--- src/hdl/ddod_pkg.sv ---
// shared types and constants for the dense detector output decoder
`timescale 1ns / 1ps

package ddod_pkg;

  // feature and result widths
  localparam int unsigned FeatW      = 32;
  localparam int unsigned BoxSizeW   = 31;
  localparam int unsigned ScoreW     = 17;
  localparam int unsigned ClassW     = 10;
  localparam int unsigned IndexW     = 11;
  localparam int unsigned ErrW       = 2;
  localparam int unsigned CountW     = 11;
  localparam int unsigned OutDataW   = 160;

  // proposal layout and limits
  localparam logic [IndexW-1:0] BoxValues  = IndexW'(4);
  localparam logic [CountW-1:0] MaxClasses = CountW'(1024);
  localparam logic [FeatW-2:0]  ScoreOne   = 31'd65536;

  // apb register map
  localparam int unsigned AddrW = 4;
  localparam int unsigned DataW = 32;

  typedef enum logic [1:0] {
    REG_NUM_CLASSES = 2'd0,
    REG_MULTI_LABEL = 2'd1,
    REG_MIN_SCORE   = 2'd2
  } reg_idx_e;

  typedef enum logic [ErrW-1:0] {
    ERR_NONE      = 2'd0,
    ERR_BOX_SIZE  = 2'd1,
    ERR_SCORE     = 2'd2
  } err_code_e;

  // configuration seen by the decode core
  typedef struct packed {
    logic [CountW-1:0] num_classes;
    logic              multi_label;
    logic [ScoreW-1:0] min_score;
  } cfg_t;

  // one result transaction
  typedef struct packed {
    logic [FeatW-1:0]    box_x;
    logic [FeatW-1:0]    box_y;
    logic [BoxSizeW-1:0] box_w;
    logic [BoxSizeW-1:0] box_h;
    logic [ScoreW-1:0]   det_score;
    logic [ClassW-1:0]   det_class;
    err_code_e           error_code;
  } res_t;

endpackage

--- src/hdl/ddod_decode.sv ---
// per-element decode state and result selection for the detector output decoder
`timescale 1ns / 1ps

module ddod_decode (
  input  logic                          clk_i,
  input  logic                          rst_ni,
  input  logic                          step_i,
  input  logic [ddod_pkg::FeatW-1:0]    feature_i,
  input  logic                          start_i,
  input  ddod_pkg::cfg_t                cfg_i,
  output logic                          emit_o,
  output ddod_pkg::res_t                res_o
);

  logic [ddod_pkg::IndexW-1:0] index_q, index_d;
  logic [ddod_pkg::FeatW-1:0]  box_q [4];
  logic [ddod_pkg::ScoreW-1:0] top_score_q, top_score_d;
  logic [ddod_pkg::ClassW-1:0] top_class_q, top_class_d;
  logic                        err_q, err_d;

  logic [ddod_pkg::CountW-1:0] n_eff;
  logic [ddod_pkg::IndexW-1:0] index_cur;
  logic                        err_cur;
  logic [ddod_pkg::IndexW-1:0] cls_idx;
  logic [ddod_pkg::IndexW-1:0] cls_next;
  logic                        last;
  logic                        score_ok;
  logic                        size_neg;
  logic [ddod_pkg::ScoreW-1:0] score;
  logic                        box_we;
  logic [1:0]                  box_sel;

  // effective class count, clamped to 1..max
  always_comb begin
    n_eff = cfg_i.num_classes;
    if (cfg_i.num_classes == '0) begin
      n_eff = ddod_pkg::CountW'(1);
    end else if (cfg_i.num_classes > ddod_pkg::MaxClasses) begin
      n_eff = ddod_pkg::MaxClasses;
    end
  end

  // element decode
  always_comb begin
    index_cur    = start_i ? '0 : index_q;
    err_cur      = start_i ? 1'b0 : err_q;
    cls_idx      = index_cur - ddod_pkg::BoxValues;
    cls_next     = cls_idx + ddod_pkg::IndexW'(1);
    last         = (cls_next >= n_eff);
    score        = feature_i[ddod_pkg::ScoreW-1:0];
    score_ok     = !feature_i[ddod_pkg::FeatW-1] &&
                   (feature_i[ddod_pkg::FeatW-2:0] <= ddod_pkg::ScoreOne);
    size_neg     = box_q[2][ddod_pkg::FeatW-1] || feature_i[ddod_pkg::FeatW-1];
    box_sel      = index_cur[1:0];
    box_we       = 1'b0;
    index_d      = index_cur;
    err_d        = err_cur;
    top_score_d  = top_score_q;
    top_class_d  = top_class_q;
    emit_o       = 1'b0;
    res_o.box_x      = box_q[0];
    res_o.box_y      = box_q[1];
    res_o.box_w      = box_q[2][ddod_pkg::BoxSizeW-1:0];
    res_o.box_h      = box_q[3][ddod_pkg::BoxSizeW-1:0];
    res_o.det_score  = score;
    res_o.det_class  = cls_idx[ddod_pkg::ClassW-1:0];
    res_o.error_code = ddod_pkg::ERR_NONE;

    if (step_i && !err_cur) begin
      if (index_cur < ddod_pkg::BoxValues) begin
        // box element
        box_we  = 1'b1;
        index_d = index_cur + ddod_pkg::IndexW'(1);
        if (box_sel == 2'd3 && size_neg) begin
          emit_o           = 1'b1;
          err_d            = 1'b1;
          index_d          = '0;
          res_o            = '0;
          res_o.error_code = ddod_pkg::ERR_BOX_SIZE;
        end
      end else if (!score_ok) begin
        // score outside zero..one
        emit_o           = 1'b1;
        err_d            = 1'b1;
        index_d          = '0;
        res_o            = '0;
        res_o.error_code = ddod_pkg::ERR_SCORE;
      end else begin
        index_d = last ? '0 : index_cur + ddod_pkg::IndexW'(1);
        if (cfg_i.multi_label) begin
          emit_o = (score >= cfg_i.min_score);
        end else begin
          // running argmax, first maximum wins
          if (cls_idx == '0 || score > top_score_q) begin
            top_score_d = score;
            top_class_d = cls_idx[ddod_pkg::ClassW-1:0];
          end
          emit_o          = last && (top_score_d >= cfg_i.min_score);
          res_o.det_score = top_score_d;
          res_o.det_class = top_class_d;
        end
      end
    end
  end

  // control state
  always_ff @(posedge clk_i or negedge rst_ni) begin
    if (!rst_ni) begin
      index_q     <= '0;
      err_q       <= 1'b0;
      top_score_q <= '0;
      top_class_q <= '0;
    end else if (step_i) begin
      index_q     <= index_d;
      err_q       <= err_d;
      top_score_q <= top_score_d;
      top_class_q <= top_class_d;
    end
  end

  // box store, written before read within a proposal
  always_ff @(posedge clk_i) begin
    if (box_we) begin
      box_q[box_sel] <= feature_i;
    end
  end

endmodule

--- src/hdl/dense_detector_output_decode.sv ---
// top level of the dense detector output decoder: stream ports, apb registers, staging
// Takes one tensor element per cycle unless m_axis_tready stalls the output: each
// element passes an input register, decode against the per-proposal state, and a
// result register, which offers the result transaction on the output. Throughput is
// one element per cycle unless stalled, set by the state update of the decode core.
// Elements carry tensor_start in tuser; a box error or a score outside zero..one gives
// one error transaction and the block drops elements until the next tensor start. The user
// must write registers over apb only while the stream is idle; the block does not enforce it.
`timescale 1ns / 1ps

module dense_detector_output_decode (
  input  logic                             clk_i,
  input  logic                             rst_ni,
  // input stream
  input  logic                             s_axis_tvalid,
  output logic                             s_axis_tready,
  input  logic [ddod_pkg::FeatW-1:0]       s_axis_tdata,   // [31:0] feature_value
  input  logic                             s_axis_tuser,   // [0] tensor_start
  // result stream
  output logic                             m_axis_tvalid,
  input  logic                             m_axis_tready,
  // [31:0] box_x, [63:32] box_y, [94:64] box_w, [125:95] box_h,
  // [142:126] det_score, [152:143] det_class, [159:153] zero
  output logic [ddod_pkg::OutDataW-1:0]    m_axis_tdata,
  output logic [ddod_pkg::ErrW-1:0]        m_axis_tuser,   // [1:0] error_code
  // configuration
  input  logic                             psel,
  input  logic                             penable,
  input  logic                             pwrite,
  input  logic [ddod_pkg::AddrW-1:0]       paddr,
  input  logic [ddod_pkg::DataW-1:0]       pwdata,
  output logic [ddod_pkg::DataW-1:0]       prdata,
  output logic                             pready
);

  ddod_pkg::cfg_t              cfg_q;
  ddod_pkg::reg_idx_e          reg_idx;
  logic                        cfg_we;

  logic                        in_valid_q;
  logic [ddod_pkg::FeatW-1:0]  in_data_q;
  logic                        in_start_q;
  logic                        out_valid_q;
  ddod_pkg::res_t              out_res_q;

  logic                        out_free;
  logic                        advance;
  logic                        emit;
  ddod_pkg::res_t              res;

  // apb register file
  assign pready  = 1'b1;
  assign reg_idx = ddod_pkg::reg_idx_e'(paddr[ddod_pkg::AddrW-1:2]);
  assign cfg_we  = psel && penable && pwrite && pready;

  always_ff @(posedge clk_i or negedge rst_ni) begin
    if (!rst_ni) begin
      cfg_q.num_classes <= ddod_pkg::CountW'(1);
      cfg_q.multi_label <= 1'b0;
      cfg_q.min_score   <= '0;
    end else if (cfg_we) begin
      case (reg_idx)
        ddod_pkg::REG_NUM_CLASSES: cfg_q.num_classes <= pwdata[ddod_pkg::CountW-1:0];
        ddod_pkg::REG_MULTI_LABEL: cfg_q.multi_label <= pwdata[0];
        ddod_pkg::REG_MIN_SCORE:   cfg_q.min_score   <= pwdata[ddod_pkg::ScoreW-1:0];
        default: ;
      endcase
    end
  end

  // register readback
  always_comb begin
    prdata = '0;
    case (reg_idx)
      ddod_pkg::REG_NUM_CLASSES: prdata = ddod_pkg::DataW'(cfg_q.num_classes);
      ddod_pkg::REG_MULTI_LABEL: prdata = ddod_pkg::DataW'(cfg_q.multi_label);
      ddod_pkg::REG_MIN_SCORE:   prdata = ddod_pkg::DataW'(cfg_q.min_score);
      default:                   prdata = '0;
    endcase
  end

  // stage handshake
  assign out_free      = !out_valid_q || m_axis_tready;
  assign advance       = in_valid_q && out_free;
  assign s_axis_tready = !in_valid_q || out_free;

  // input register
  always_ff @(posedge clk_i or negedge rst_ni) begin
    if (!rst_ni) begin
      in_valid_q <= 1'b0;
    end else if (s_axis_tready) begin
      in_valid_q <= s_axis_tvalid;
    end
  end

  always_ff @(posedge clk_i) begin
    if (s_axis_tready && s_axis_tvalid) begin
      in_data_q  <= s_axis_tdata;
      in_start_q <= s_axis_tuser;
    end
  end

  ddod_decode u_decode (
    .clk_i     (clk_i),
    .rst_ni    (rst_ni),
    .step_i    (advance),
    .feature_i (in_data_q),
    .start_i   (in_start_q),
    .cfg_i     (cfg_q),
    .emit_o    (emit),
    .res_o     (res)
  );

  // result register
  always_ff @(posedge clk_i or negedge rst_ni) begin
    if (!rst_ni) begin
      out_valid_q <= 1'b0;
    end else if (out_free) begin
      out_valid_q <= advance && emit;
    end
  end

  always_ff @(posedge clk_i) begin
    if (advance && emit) begin
      out_res_q <= res;
    end
  end

  // result transaction packing
  assign m_axis_tvalid = out_valid_q;
  assign m_axis_tdata  = {7'b0, out_res_q.det_class, out_res_q.det_score,
                          out_res_q.box_h, out_res_q.box_w,
                          out_res_q.box_y, out_res_q.box_x};
  assign m_axis_tuser  = out_res_q.error_code;

endmodule
--- config.mk ---
export PLATFORM = sky130hd
export DESIGN_NAME = dense_detector_output_decode
export DESIGN_NICKNAME = d
export VERILOG_FILES = /design/src/hdl/ddod_pkg.sv /design/src/hdl/ddod_decode.sv /design/src/hdl/dense_detector_output_decode.sv
export SDC_FILE = /design/constraint.sdc
export NUM_CORES = 1
export LEC_CHECK = 0
export BUFFER_PORTS_ARGS = -buffer_cell sky130_fd_sc_hd__buf_2
export CORE_MARGIN = 5
export CORE_UTILIZATION = 51
export DETAILED_ROUTE_END_ITERATION = 12
export PLACE_DENSITY = 0.8
export RECOVER_POWER = 25
export SYNTH_ARGS = -nofsm -noshare
export SYNTH_HDL_FRONTEND = slang
export SYNTH_HIERARCHICAL = 1
export SYNTH_SLANG_ARGS = --single-unit
--- constraint.sdc ---
create_clock -name clk_i -period 12.36 [get_ports clk_i]
set_input_delay 1.236 -clock clk_i [delete_from_list [all_inputs] [get_ports clk_i]]
set_output_delay 1.236 -clock clk_i [all_outputs]
set_load 0.1 [all_outputs]
==> results.py, run 1 <==
metrics = {
    "timing": {
        "finalHoldViolCount": 0,
        "tightest_slew_ns": 4.04,
        "min_period_over_period_pct": 57.9,
        "final_max_slew_viol_count": 117,
        "tns_ns": 0,
        "rsz0062_at_grt": "no",
        "fin_worst_skew_ns": 0.0268,
        "setup_viol": 0,
        "relSlewSlack_pct": -170,
        "fmax_mhz": 140,
        "fin_crit_ns": 7.16,
    },
    "setup_path": {
        "worstSetupStartpointType": "register",
        "worstSetupStartpoint": "in_start_q$_DFFE_PP_",
        "r2r_slack_ns": 5.20,
        "cp_slowest_cell": "edfxtp_1",
        "path_max_fanout": 155,
        "endpoint_kind": "register",
        "crit_end": "m_axis_tdata[14]$_DFFE_PP_",
        "reg2regPathDepth": 21,
        "crit_type": "reg2reg",
        "reg2reg_from": "in_start_q$_DFFE_PP_",
        "crit_chain": "inv_1, nand2_1, ha_1, nand2_1, mux2_2, o22ai_2, or4b_1, or4_4, nand2_2, o21ai_0, ha_1, and4_1, nand2_1, o21bai_1, a31o_2, a211oi_1, o311ai_0, a31oi_1, nand2_1, nor2_4, buf_12",
        "r2r-end": "m_axis_tdata[14]$_DFFE_PP_",
        "cp_slowest_stage_delay_ns": 0.67,
        "worstPathRequired_ns": 12.50,
        "crit_top_cell": "nand2_1",
        "cp_data_arrival_time_ns": 7.30,
    },
    "clock_tree": {
        "cts-resized-gates": 0,
        "numClockSinks": 385,
        "hold_buffers": 0,
        "cts_buffers": 40,
        "clkLatencyLatePin_ns": 0.53,
        "clk_pin_slew_ns": 0.06,
        "clockRootBuffer": "clkbuf_16",
        "cts_tree": "done",
        "clockBufferDepth": 3,
        "cts_setup_buffers": 0,
        "h-tree-depth": 2,
    },
    "pwr": {
        "leakage_uw": 0.00739,
        "p_switching_uw": 808,
        "swShare_pct": 26.4,
        "power_frac_comb_pct": 12.7,
        "p_int_uw": 2250,
        "clock_power_share_pct": 36.8,
        "ir_worst_vdd_mv": 0.126,
        "power_frac_seq_pct": 50.5,
        "powerDensity_mw_per_mm2": 161,
    },
    "cells_and_area": {
        "nets": 1533,
        "fillers": 2409,
        "drive_gt1_share_pct": 23.1,
        "fin_area_mm2": 0.0189,
        "area_growth_syn_to_layout_pct": 15.9,
        "diodes": 0,
    },
    "synthesis": {
        "synth_warnings": 6,
        "synth-async-reset-ratio_pct": 18.2,
        "postSynthAreaPerCell_um2": 14.2,
        "synth_edf_count": 315,
        "synth_area_mm2": 0.0163,
        "syn_inst": 1153,
        "yosys.cell_types.count": 63,
        "synth-seq-cells": 385,
        "yosysSeqAreaShare_pct": 68.6,
        "ys.flop_type": "edfxtp_1",
    },
    "run_status": {
        "outcome": "finished with violations",
        "violations": "capacitance limit, slew limit",
    },
    "worst_hold_path": {
        "hold_class": "reg2reg",
        "min_path_cells": 2,
    },
    "die": {
        "core_area_mm2": 0.0316,
        "fp.dieW_um": 189,
        "num_rows": 65,
        "fp.dieArea_mm2": 0.0357,
        "ioPinCount": 273,
        "die_y_um": 189,
        "start_util_pct": 51.8,
    },
    "route": {
        "wirelength_um": 36500,
        "vias_per_cell": 5.40,
        "wirelength_met1_um": 15500,
        "routed.top_layer": "met4",
        "dr.pass1.iters": 5,
        "drc": 0,
        "met3_length_um": 2180,
        "met2_wirelength_um": 17900,
        "via_count": 9820,
        "detail_route.wl_per_cell_um": 20.1,
        "drt-initial-drc-count": 606,
        "ant_nets": 0,
    },
    "global_routing": {
        "grtUsageTotal_pct": 19.9,
        "grt_pass1_vias": 9957,
        "overflow": 0,
        "grt_max_degree": 156,
        "grt_pass1_wl_um": 56100,
        "antenna_found_initial": 0,
    },
    "placed_design": {
        "gp_congestion": 0.883,
        "dpl_cell_area_mm2": 0.0177,
        "dp.final_hpwl_um": 24400,
        "port_buffers": 232,
    },
    "run": {
        "drv_cap": 3,
    },
}
## registers in the layout (all words and copies together), names as in the netlist
| name | count |
|---|---|
| u_decode/top_score_q | 17 |
| m_axis_tuser | 2 |
| in_data_q | 32 |
| in_start_q | 1 |
| m_axis_tdata | 153 |
| u_decode/top_class_q | 10 |
| in_valid_q | 1 |
| cfg_q | 29 |
| u_decode/index_q | 11 |
| u_decode/box_q | 127 |
| u_decode/err_q | 1 |
| m_axis_tvalid | 1 |
## cell families after synthesis
kind of cell / after synthesis / synth area share [%]
compound gates: 166 / 6.43
xor+xnor: 12 / 0.643
fa+ha+maj: 70 / 5.36
buf+inv: 113 / 3.68
flops: 385 / 68.6
mux: 51 / 3.41
other cells: 2 / 0.0460
simple gates: 354 / 11.8
## how the worst min path moves through the flow
stage	from	end	slack (ns)
after floorplan	u_decode/index_q[0]$_DFFE_PN0P_	u_decode/index_q[0]$_DFFE_PN0P_	0.45
after global placement	u_decode/index_q[0]$_DFFE_PN0P_	u_decode/index_q[0]$_DFFE_PN0P_	0.46
after detailed placement	u_decode/index_q[0]$_DFFE_PN0P_	u_decode/index_q[0]$_DFFE_PN0P_	0.47
after CTS	u_decode/index_q[0]$_DFFE_PN0P_	u_decode/index_q[0]$_DFFE_PN0P_	0.49
after global routing	u_decode/top_class_q[2]$_DFFE_PN0P_	u_decode/top_class_q[2]$_DFFE_PN0P_	0.51
final	u_decode/index_q[0]$_DFFE_PN0P_	u_decode/index_q[0]$_DFFE_PN0P_	0.49
## synthesized netlist by cell type, drive strengths merged, types with 2 or more instances
cell type  instances  area, µm²
nand4              8       50.1
clkbuf            25       95.1
nor2              33        126
a21oi             30        150
edfxtp           315       9460
xor2               4       35.0
ha                70        876
and2             140        876
a211oi             3       22.5
nor2b              9       56.3
nand3             17       90.1
a21o              15        113
o211ai             3       22.5
and3               6       37.5
a21boi             2       18.8
nand2             92        348
dfrtp             69       1730
nor3               9       56.3
mux2              37        417
buf               43        338
nor4              16        100
or3                3       18.8
inv               44        165
nor3b              3       33.8
a22o              18        158
o2bb2ai            2       17.5
xnor2              8       70.1
o21ai             65        329
o21a               4       30.0
and4               3       26.3
nand2b            10       62.6
o31ai              6       45.0
conb               2       7.51
mux2i             14        140
a311oi             2       17.5
o41ai              2       17.5
a31oi              7       43.8
nand3b             2       15.0
## per-layer routing
metal,up-vias,GRT usage (%)
met3,58,3.24
met1,4807,26.6
met2,344,34.0
met4,0,5.86
li1,4611,-
met5,-,0
## per-stage QoR
stage	hold WS (ns)	setup slack [ns]	total power, µW	instances	util [%]
finish	0.491	5.20	3060	1819	60.0
detailed placement	0.474	5.26	1960	1747	56.2
CTS	0.487	5.23	3080	1819	60.1
floorplan	0.449	0.684	1850	1174	-
global route	0.508	4.79	3180	1819	60.0
global placement	0.460	5.41	1940	1747	56.2
## final cells by class
type                       instances  area, µm²  share of cell area [%]
tap                              402        503                    2.66
clock inverter                    19        169                   0.892
inverter                          45        169                   0.892
sequential                       385      11200                    59.2
multi-input combinational        676       4630                    24.4
clock buffer                      53       1060                    5.60
timing repair buffer             239       1200                    6.33
## critical path: cells and delay by family, from the launching register on
| family | cells | cell delay (ns) |
|---|---|---|
| AND/OR/NAND/NOR | 9 | 2.46 |
| flip-flops | 1 | 0.67 |
| multiplexers | 1 | 0.28 |
| buffers and inverters | 2 | 0.88 |
| AO/OA/AOI/OAI | 7 | 1.52 |
| adder cells (fa/ha/maj) | 2 | 0.72 |
## layout by cell type, fill, tap and decap left out, types with 9 or more instances in the layout
cell type  synthesis  layout
a21o_1            15      15
a21oi_1           30      30
a22o_1            18      18
and2_1           140     135
buf_2              6     219
clkbuf_1          24      28
clkbuf_16          0      40
conb_1             2      23
dfrtp_1           69      69
edfxtp_1         315     315
ha_1              70      70
inv_1             44      44
mux2_2            33      33
mux2i_1           14      14
nand2_1           91      91
nand2b_1          10      10
nand3_1           16      15
nor2_1            32      31
nor2b_1            9       9
nor4_1            16      16
o21ai_0           58      58
## power by group through the flow
stage | clock network [µW] | registers (µW) | logic (µW)
finish | 1130 | 1540 | 389
global route | 1210 | 1550 | 422
CTS | 1150 | 1540 | 392
detailed placement | 0 | 1570 | 389
global placement | 0 | 1560 | 378
floorplan | 0 | 1580 | 268
No activity file was read; power rests on OpenSTA's default activity.
==> run 2, diff against run 1 <==
Settings changed: CORE_UTILIZATION 51 to 56, PLACE_DENSITY 0.8 to 0.83.
Clock period 12.36 ns to 7.15 ns, I/O delays scaled along.
==> run 2 against run 1 <==
  * Fmax grew 16%
  * Die area shrank 8.5%
  * Cell area grew 0.57%
  * Final cell count shrank 0.60%
  * Utilization grew 6.2 points
  * Global-route usage grew 0.90 points
  * The flow still finishes with violations (capacitance limit, slew limit)
  * Via count is essentially flat
  * Count of clock-buffer cells in the layout shrank 7
  * Hold slack lost 0.13 ns
  * Routed wire length shrank 4.2%
  * Setup slack lost 4.2 ns
==> results.py, run 2 (synthesis gave the netlist of run 1 again) <==
metrics = {
    "timing": {
        "finalHoldViolCount": 0,
        "fin_crit_ns": 6.17,
        "relSlewSlack_pct": -157,
        "tightest_slew_ns": 3.86,
        "rsz0062_at_grt": "no",
        "min_period_over_period_pct": 86.3,
        "setup_viol": 0,
        "fin_worst_skew_ns": 0.0194,
        "tns_ns": 0,
        "fmax_mhz": 162,
        "final_max_slew_viol_count": 83,
    },
    "pwr": {
        "ir_worst_vdd_mv": 0.280,
        "swShare_pct": 26.3,
        "p_int_uw": 3860,
        "clock_power_share_pct": 36.1,
        "leakage_uw": 0.00747,
        "power_frac_seq_pct": 50.9,
        "power_frac_comb_pct": 13.0,
        "p_switching_uw": 1370,
        "powerDensity_mw_per_mm2": 275,
    },
    "die": {
        "die_y_um": 181,
        "start_util_pct": 56.8,
        "ioPinCount": 273,
        "fp.dieArea_mm2": 0.0327,
        "core_area_mm2": 0.0288,
        "num_rows": 62,
        "fp.dieW_um": 181,
    },
    "cells_and_area": {
        "nets": 1542,
        "fin_util_pct": 66.2,
        "fillers": 2022,
        "largest_reg_flops": 153,
        "layout_common_cells": "315 x edfxtp_1, 220 x buf_2, 135 x and2_1",
        "final_common_cell": "edfxtp_1",
        "drive_gt1_share_pct": 24.3,
        "area_growth_syn_to_layout_pct": 16.6,
        "diodes": 0,
    },
    "global_routing": {
        "grt_pass1_vias": 9556,
        "overflow": 0,
        "grt_max_degree": 129,
        "grt_pass1_wl_um": 53700,
        "grtUsageTotal_pct": 20.8,
        "antenna_found_initial": 1,
    },
    "clock_tree": {
        "cts-resized-gates": 0,
        "cts_tree": "done",
        "cts_setup_buffers": 0,
        "h-tree-depth": 2,
        "numClockSinks": 385,
        "cts_buffers": 38,
        "clk_pin_slew_ns": 0.06,
        "clockRootBuffer": "clkbuf_16",
        "hold_buffers": 0,
        "clkLatencyLatePin_ns": 0.53,
        "clockBufferDepth": 3,
    },
    "worst_hold_path": {
        "hold_class": "in2reg",
        "hp-start": "s_axis_tuser",
    },
    "route": {
        "drt-initial-drc-count": 789,
        "via_count": 9812,
        "detail_route.wl_per_cell_um": 19.3,
        "dr.pass1.iters": 5,
        "wirelength_um": 34900,
        "vias_per_cell": 5.43,
        "drc": 0,
        "ant_nets": 0,
    },
    "setup_path": {
        "crit_type": "reg2reg",
        "r2r_slack_ns": 0.98,
        "reg2reg_from": "in_start_q$_DFFE_PP_",
        "worstSetupStartpoint": "in_start_q$_DFFE_PP_",
        "cp_slowest_stage_delay_ns": 0.58,
        "endpoint_kind": "register",
        "cp_data_arrival_time_ns": 6.37,
        "worstSetupStartpointType": "register",
        "crit_top_cell": "nand2_1",
        "cp_slowest_cell": "or4_4",
        "crit_chain": "inv_2, nand2_2, ha_1, nand2_1, mux2_2, o22ai_4, or4b_1, or4_4, nand2_4, o21ai_0, ha_1, and4_1, nand2_1, o21bai_1, a31o_2, a211oi_1, o311ai_0, a31oi_1, nand2_1, nor2_4, buf_12",
        "worstPathRequired_ns": 7.35,
        "path_max_fanout": 38,
        "critical-path-top-delay-family": "simple AND/OR/NAND/NOR gates",
        "cp_num_buf_inv": 2,
    },
    "placed_design": {
        "gp_congestion": 0.867,
        "dp.final_hpwl_um": 23700,
        "port_buffers": 232,
    },
    "run_status": {
        "outcome": "finished with violations",
        "violations": "capacitance limit, slew limit",
    },
    "run": {
        "drv_cap": 2,
    },
}
## run 2: cell count changes in the layout (fill, tap and decap cells not counted), sizes merged
cell      previous run  this run
buf                223       236
clkbuf              69        60
clkinv              11        15
clkinvlp             5         3
inv                 46        47
## run 2: final timing paths
kind | to | cells past startpoint
hold / removal | in_start_q$_DFFE_PP_ | 1
hold reg to reg | u_decode/top_class_q[5]$_DFFE_PN0P_ | 1
min in group asynchronous | cfg_q[14]$_DFFE_PN0P_ | 2
max in group asynchronous | u_decode/top_class_q[7]$_DFFE_PN0P_ | 2
setup reg to reg | m_axis_tdata[30]$_DFFE_PP_ | 21
setup / recovery | m_axis_tdata[30]$_DFFE_PP_ | 21
## run 2: stage by stage
step / total power [µW] / cell area [µm²] / setup slack, ns / hold WS [ns] / std cells
final: 5230 / 19000 / 0.979 / 0.365 / 1808
after global routing: 5450 / 19000 / 0.663 / 0.343 / 1808
after CTS: 5280 / 19100 / 1.02 / 0.343 / 1808
after detailed placement: 3380 / 17900 / 1.04 / 0.469 / 1740
after global placement: 3360 / 17900 / 1.08 / 0.460 / 1740
after floorplan: 3200 / 16500 / 0.0143 / 0.419 / 1174
## run 2: layout make-up
type / count / area (µm²) / share of cell area, %
inverters: 45 / 169 / 0.887
clock buffers: 46 / 1000 / 5.26
repair buffers: 250 / 1340 / 7.02
multi-input cells: 676 / 4650 / 24.4
well taps: 384 / 480 / 2.52
clock inverters: 22 / 201 / 1.06
flip-flops and latches: 385 / 11200 / 58.9
## run 2: power by group through the flow
stage	sequential, µW	clock [µW]	combinational (µW)
6_report	2660	1890	678
3_5_place_dp	2710	0	673
3_3_place_gp	2700	0	657
5_1_grt	2680	2040	734
2_1_floorplan	2740	0	465
4_1_cts	2660	1930	679
## run 2: layer usage
layer / vias up / global-route usage [%] / wire length, µm
li1: 4636 / - / -
met1: 4704 / 28.9 / 14800
met2: 414 / 33.8 / 16700
met3: 58 / 4.40 / 2710
met4: 0 / 5.96 / 811
met5: - / 0 / 0
==> run 3, diff against run 2 <==
Clock period 7.15 ns to 6.9 ns, I/O delays scaled along.
==> run 3 against run 2 <==
  * The run still ends with capacitance limit, slew limit left
  * Critical path depth unchanged
  * Combinational power grew 4.9%
  * Non-clock buffer count rose by 3
  * Fmax increased by 5.8%
  * Largest cell class unchanged
  * Setup slack gained 0.090 ns
  * Hold slack worse by 0.011 ns
  * Cell area is 0.39% higher
  * Flip-flop and latch count unchanged
  * Utilization increased by 0.26 points
==> results.py, run 3 (synthesis gave the netlist of run 1 again) <==
metrics = {
    "setup_path": {
        "worstPathRequired_ns": 7.11,
        "crit_end": "m_axis_tdata[147]$_DFFE_PP_",
        "crit_type": "reg2reg",
        "reg2reg_from": "in_start_q$_DFFE_PP_",
        "endpoint_kind": "register",
        "reg2regPathDepth": 21,
        "worstSetupStartpointType": "register",
        "worstSetupStartpoint": "in_start_q$_DFFE_PP_",
        "cp_data_arrival_time_ns": 6.04,
        "r2r-end": "m_axis_tdata[147]$_DFFE_PP_",
        "path_max_fanout": 37,
        "r2r_slack_ns": 1.07,
    },
    "route": {
        "drt-initial-drc-count": 894,
        "vias_per_cell": 5.42,
        "detail_route.wl_per_cell_um": 19.3,
        "drc": 0,
        "via_count": 9799,
        "dr.pass1.iters": 6,
        "wirelength_um": 34900,
        "ant_nets": 0,
    },
    "die": {
        "fp.dieArea_mm2": 0.0327,
        "num_rows": 62,
        "ioPinCount": 273,
        "core_area_mm2": 0.0288,
        "die_y_um": 181,
        "fp.dieW_um": 181,
        "start_util_pct": 56.8,
    },
    "run_status": {
        "outcome": "finished with violations",
        "violations": "capacitance limit, slew limit",
    },
    "clock_tree": {
        "clockRootBuffer": "clkbuf_16",
        "hold_buffers": 0,
        "numClockSinks": 385,
        "cts_tree": "done",
        "clk_pin_slew_ns": 0.06,
        "cts-resized-gates": 0,
        "cts_buffers": 37,
        "h-tree-depth": 2,
        "clockBufferDepth": 3,
        "cts_setup_buffers": 0,
        "clkLatencyLatePin_ns": 0.51,
    },
    "placed_design": {
        "dp.final_hpwl_um": 23700,
        "port_buffers": 232,
        "dpl_cell_area_mm2": 0.0179,
        "gp_congestion": 0.925,
    },
    "cells_and_area": {
        "fin_util_pct": 66.4,
        "diodes": 0,
        "largest_reg_flops": 153,
        "area_growth_syn_to_layout_pct": 17.0,
        "multiInputGateArea_mm2": 0.00469,
        "fillers": 2060,
        "final_common_cell": "edfxtp_1",
        "layout_common_cells": "315 x edfxtp_1, 217 x buf_2, 135 x and2_1",
        "nets": 1544,
        "seqCellArea_mm2": 0.0112,
        "fin_area_mm2": 0.0191,
        "drive_gt1_share_pct": 24.4,
    },
    "pwr": {
        "leakage_uw": 0.00751,
        "ir_worst_vdd_mv": 0.219,
        "powerDensity_mw_per_mm2": 287,
        "finalPower_uw": 5490,
    },
    "global_routing": {
        "grt_pass1_vias": 9777,
        "grt_max_degree": 129,
        "antenna_found_initial": 0,
        "grtUsageTotal_pct": 21.2,
        "grt_pass1_wl_um": 54600,
        "overflow": 0,
    },
    "timing": {
        "fmax_mhz": 171,
        "relSlewSlack_pct": -155,
        "finalHoldViolCount": 0,
        "fin_crit_ns": 5.83,
        "final_max_slew_viol_count": 83,
        "rsz0062_at_grt": "no",
        "tightest_slew_ns": 3.83,
        "setup_viol": 0,
        "min_period_over_period_pct": 84.5,
        "tns_ns": 0,
        "fin_worst_skew_ns": 0.0169,
    },
    "worst_hold_path": {
        "hold_class": "in2reg",
    },
    "run": {
        "drv_cap": 2,
    },
}
[run 3: stage by stage]
| stage | std cells | setup slack [ns] | hold slack, ns |
|---|---|---|---|
| after floorplan | 1174 | -0.108 | 0.394 |
| after global placement | 1743 | 1.18 | 0.464 |
| after CTS | 1809 | 1.03 | 0.328 |
| after detailed placement | 1743 | 1.06 | 0.478 |
| after global routing | 1809 | 0.716 | 0.324 |
| final | 1809 | 1.07 | 0.354 |
[run 3: layout make-up]
class	count	area share, %
clock inverter	19	1.23
timing repair buffer	253	7.03
sequential	385	58.6
multi-input combinational	676	24.5
tap	384	2.51
inverter	45	0.883
clock buffer	47	5.20
[run 3: per-layer routing]
metal  part of all wire (%)  vias up  global-route usage (%)
li1                       -     4625                       -
met2                     49      404                    35.3
met4                    1.7        0                    4.87
met5                      0        -                       0
met3                    7.4       45                    3.80
met1                     42     4725                    29.4
[run 3: worst min-delay path by stage]
stage                                              startpoint                                   to  depth (start not counted)
final                                        s_axis_tdata[26]              in_data_q[26]$_DFFE_PP_                          1
after floorplan                                        rst_ni                 cfg_q[0]$_DFFE_PN0P_                          0
after global placement        u_decode/index_q[0]$_DFFE_PN0P_      u_decode/index_q[0]$_DFFE_PN0P_                          2
after CTS                                    s_axis_tdata[26]              in_data_q[26]$_DFFE_PP_                          1
after global routing                         s_axis_tdata[26]              in_data_q[26]$_DFFE_PP_                          1
after detailed placement  u_decode/top_class_q[5]$_DFFE_PN0P_  u_decode/top_class_q[5]$_DFFE_PN0P_                          1
[run 3: critical path, stage by stage, from the launching register on]
cell and delay [ns]:
edfxtp_1 0.36, inv_2 0.14, nand2_4 0.13, ha_4 0.20, nand2_1 0.06, mux2_4 0.27
o22ai_4 0.24, or4b_1 0.46, or4_4 0.57, nand2_4 0.31, o21ai_1 0.10, ha_1 0.30
and4_1 0.22, nand2_1 0.08, o21bai_1 0.15, a31o_2 0.20, a211oi_2 0.17, o311ai_1 0.12
a31oi_1 0.31, nand2_1 0.17, nor2_4 0.60, buf_4 0.32
[run 3: where the power goes]
group	switching (µW)	internal, µW	total [µW]	leakage (µW)
sequential	93.6	2660	2750	0.00371
clock	814	1210	2030	0.000596
combinational	501	210	711	0.00320
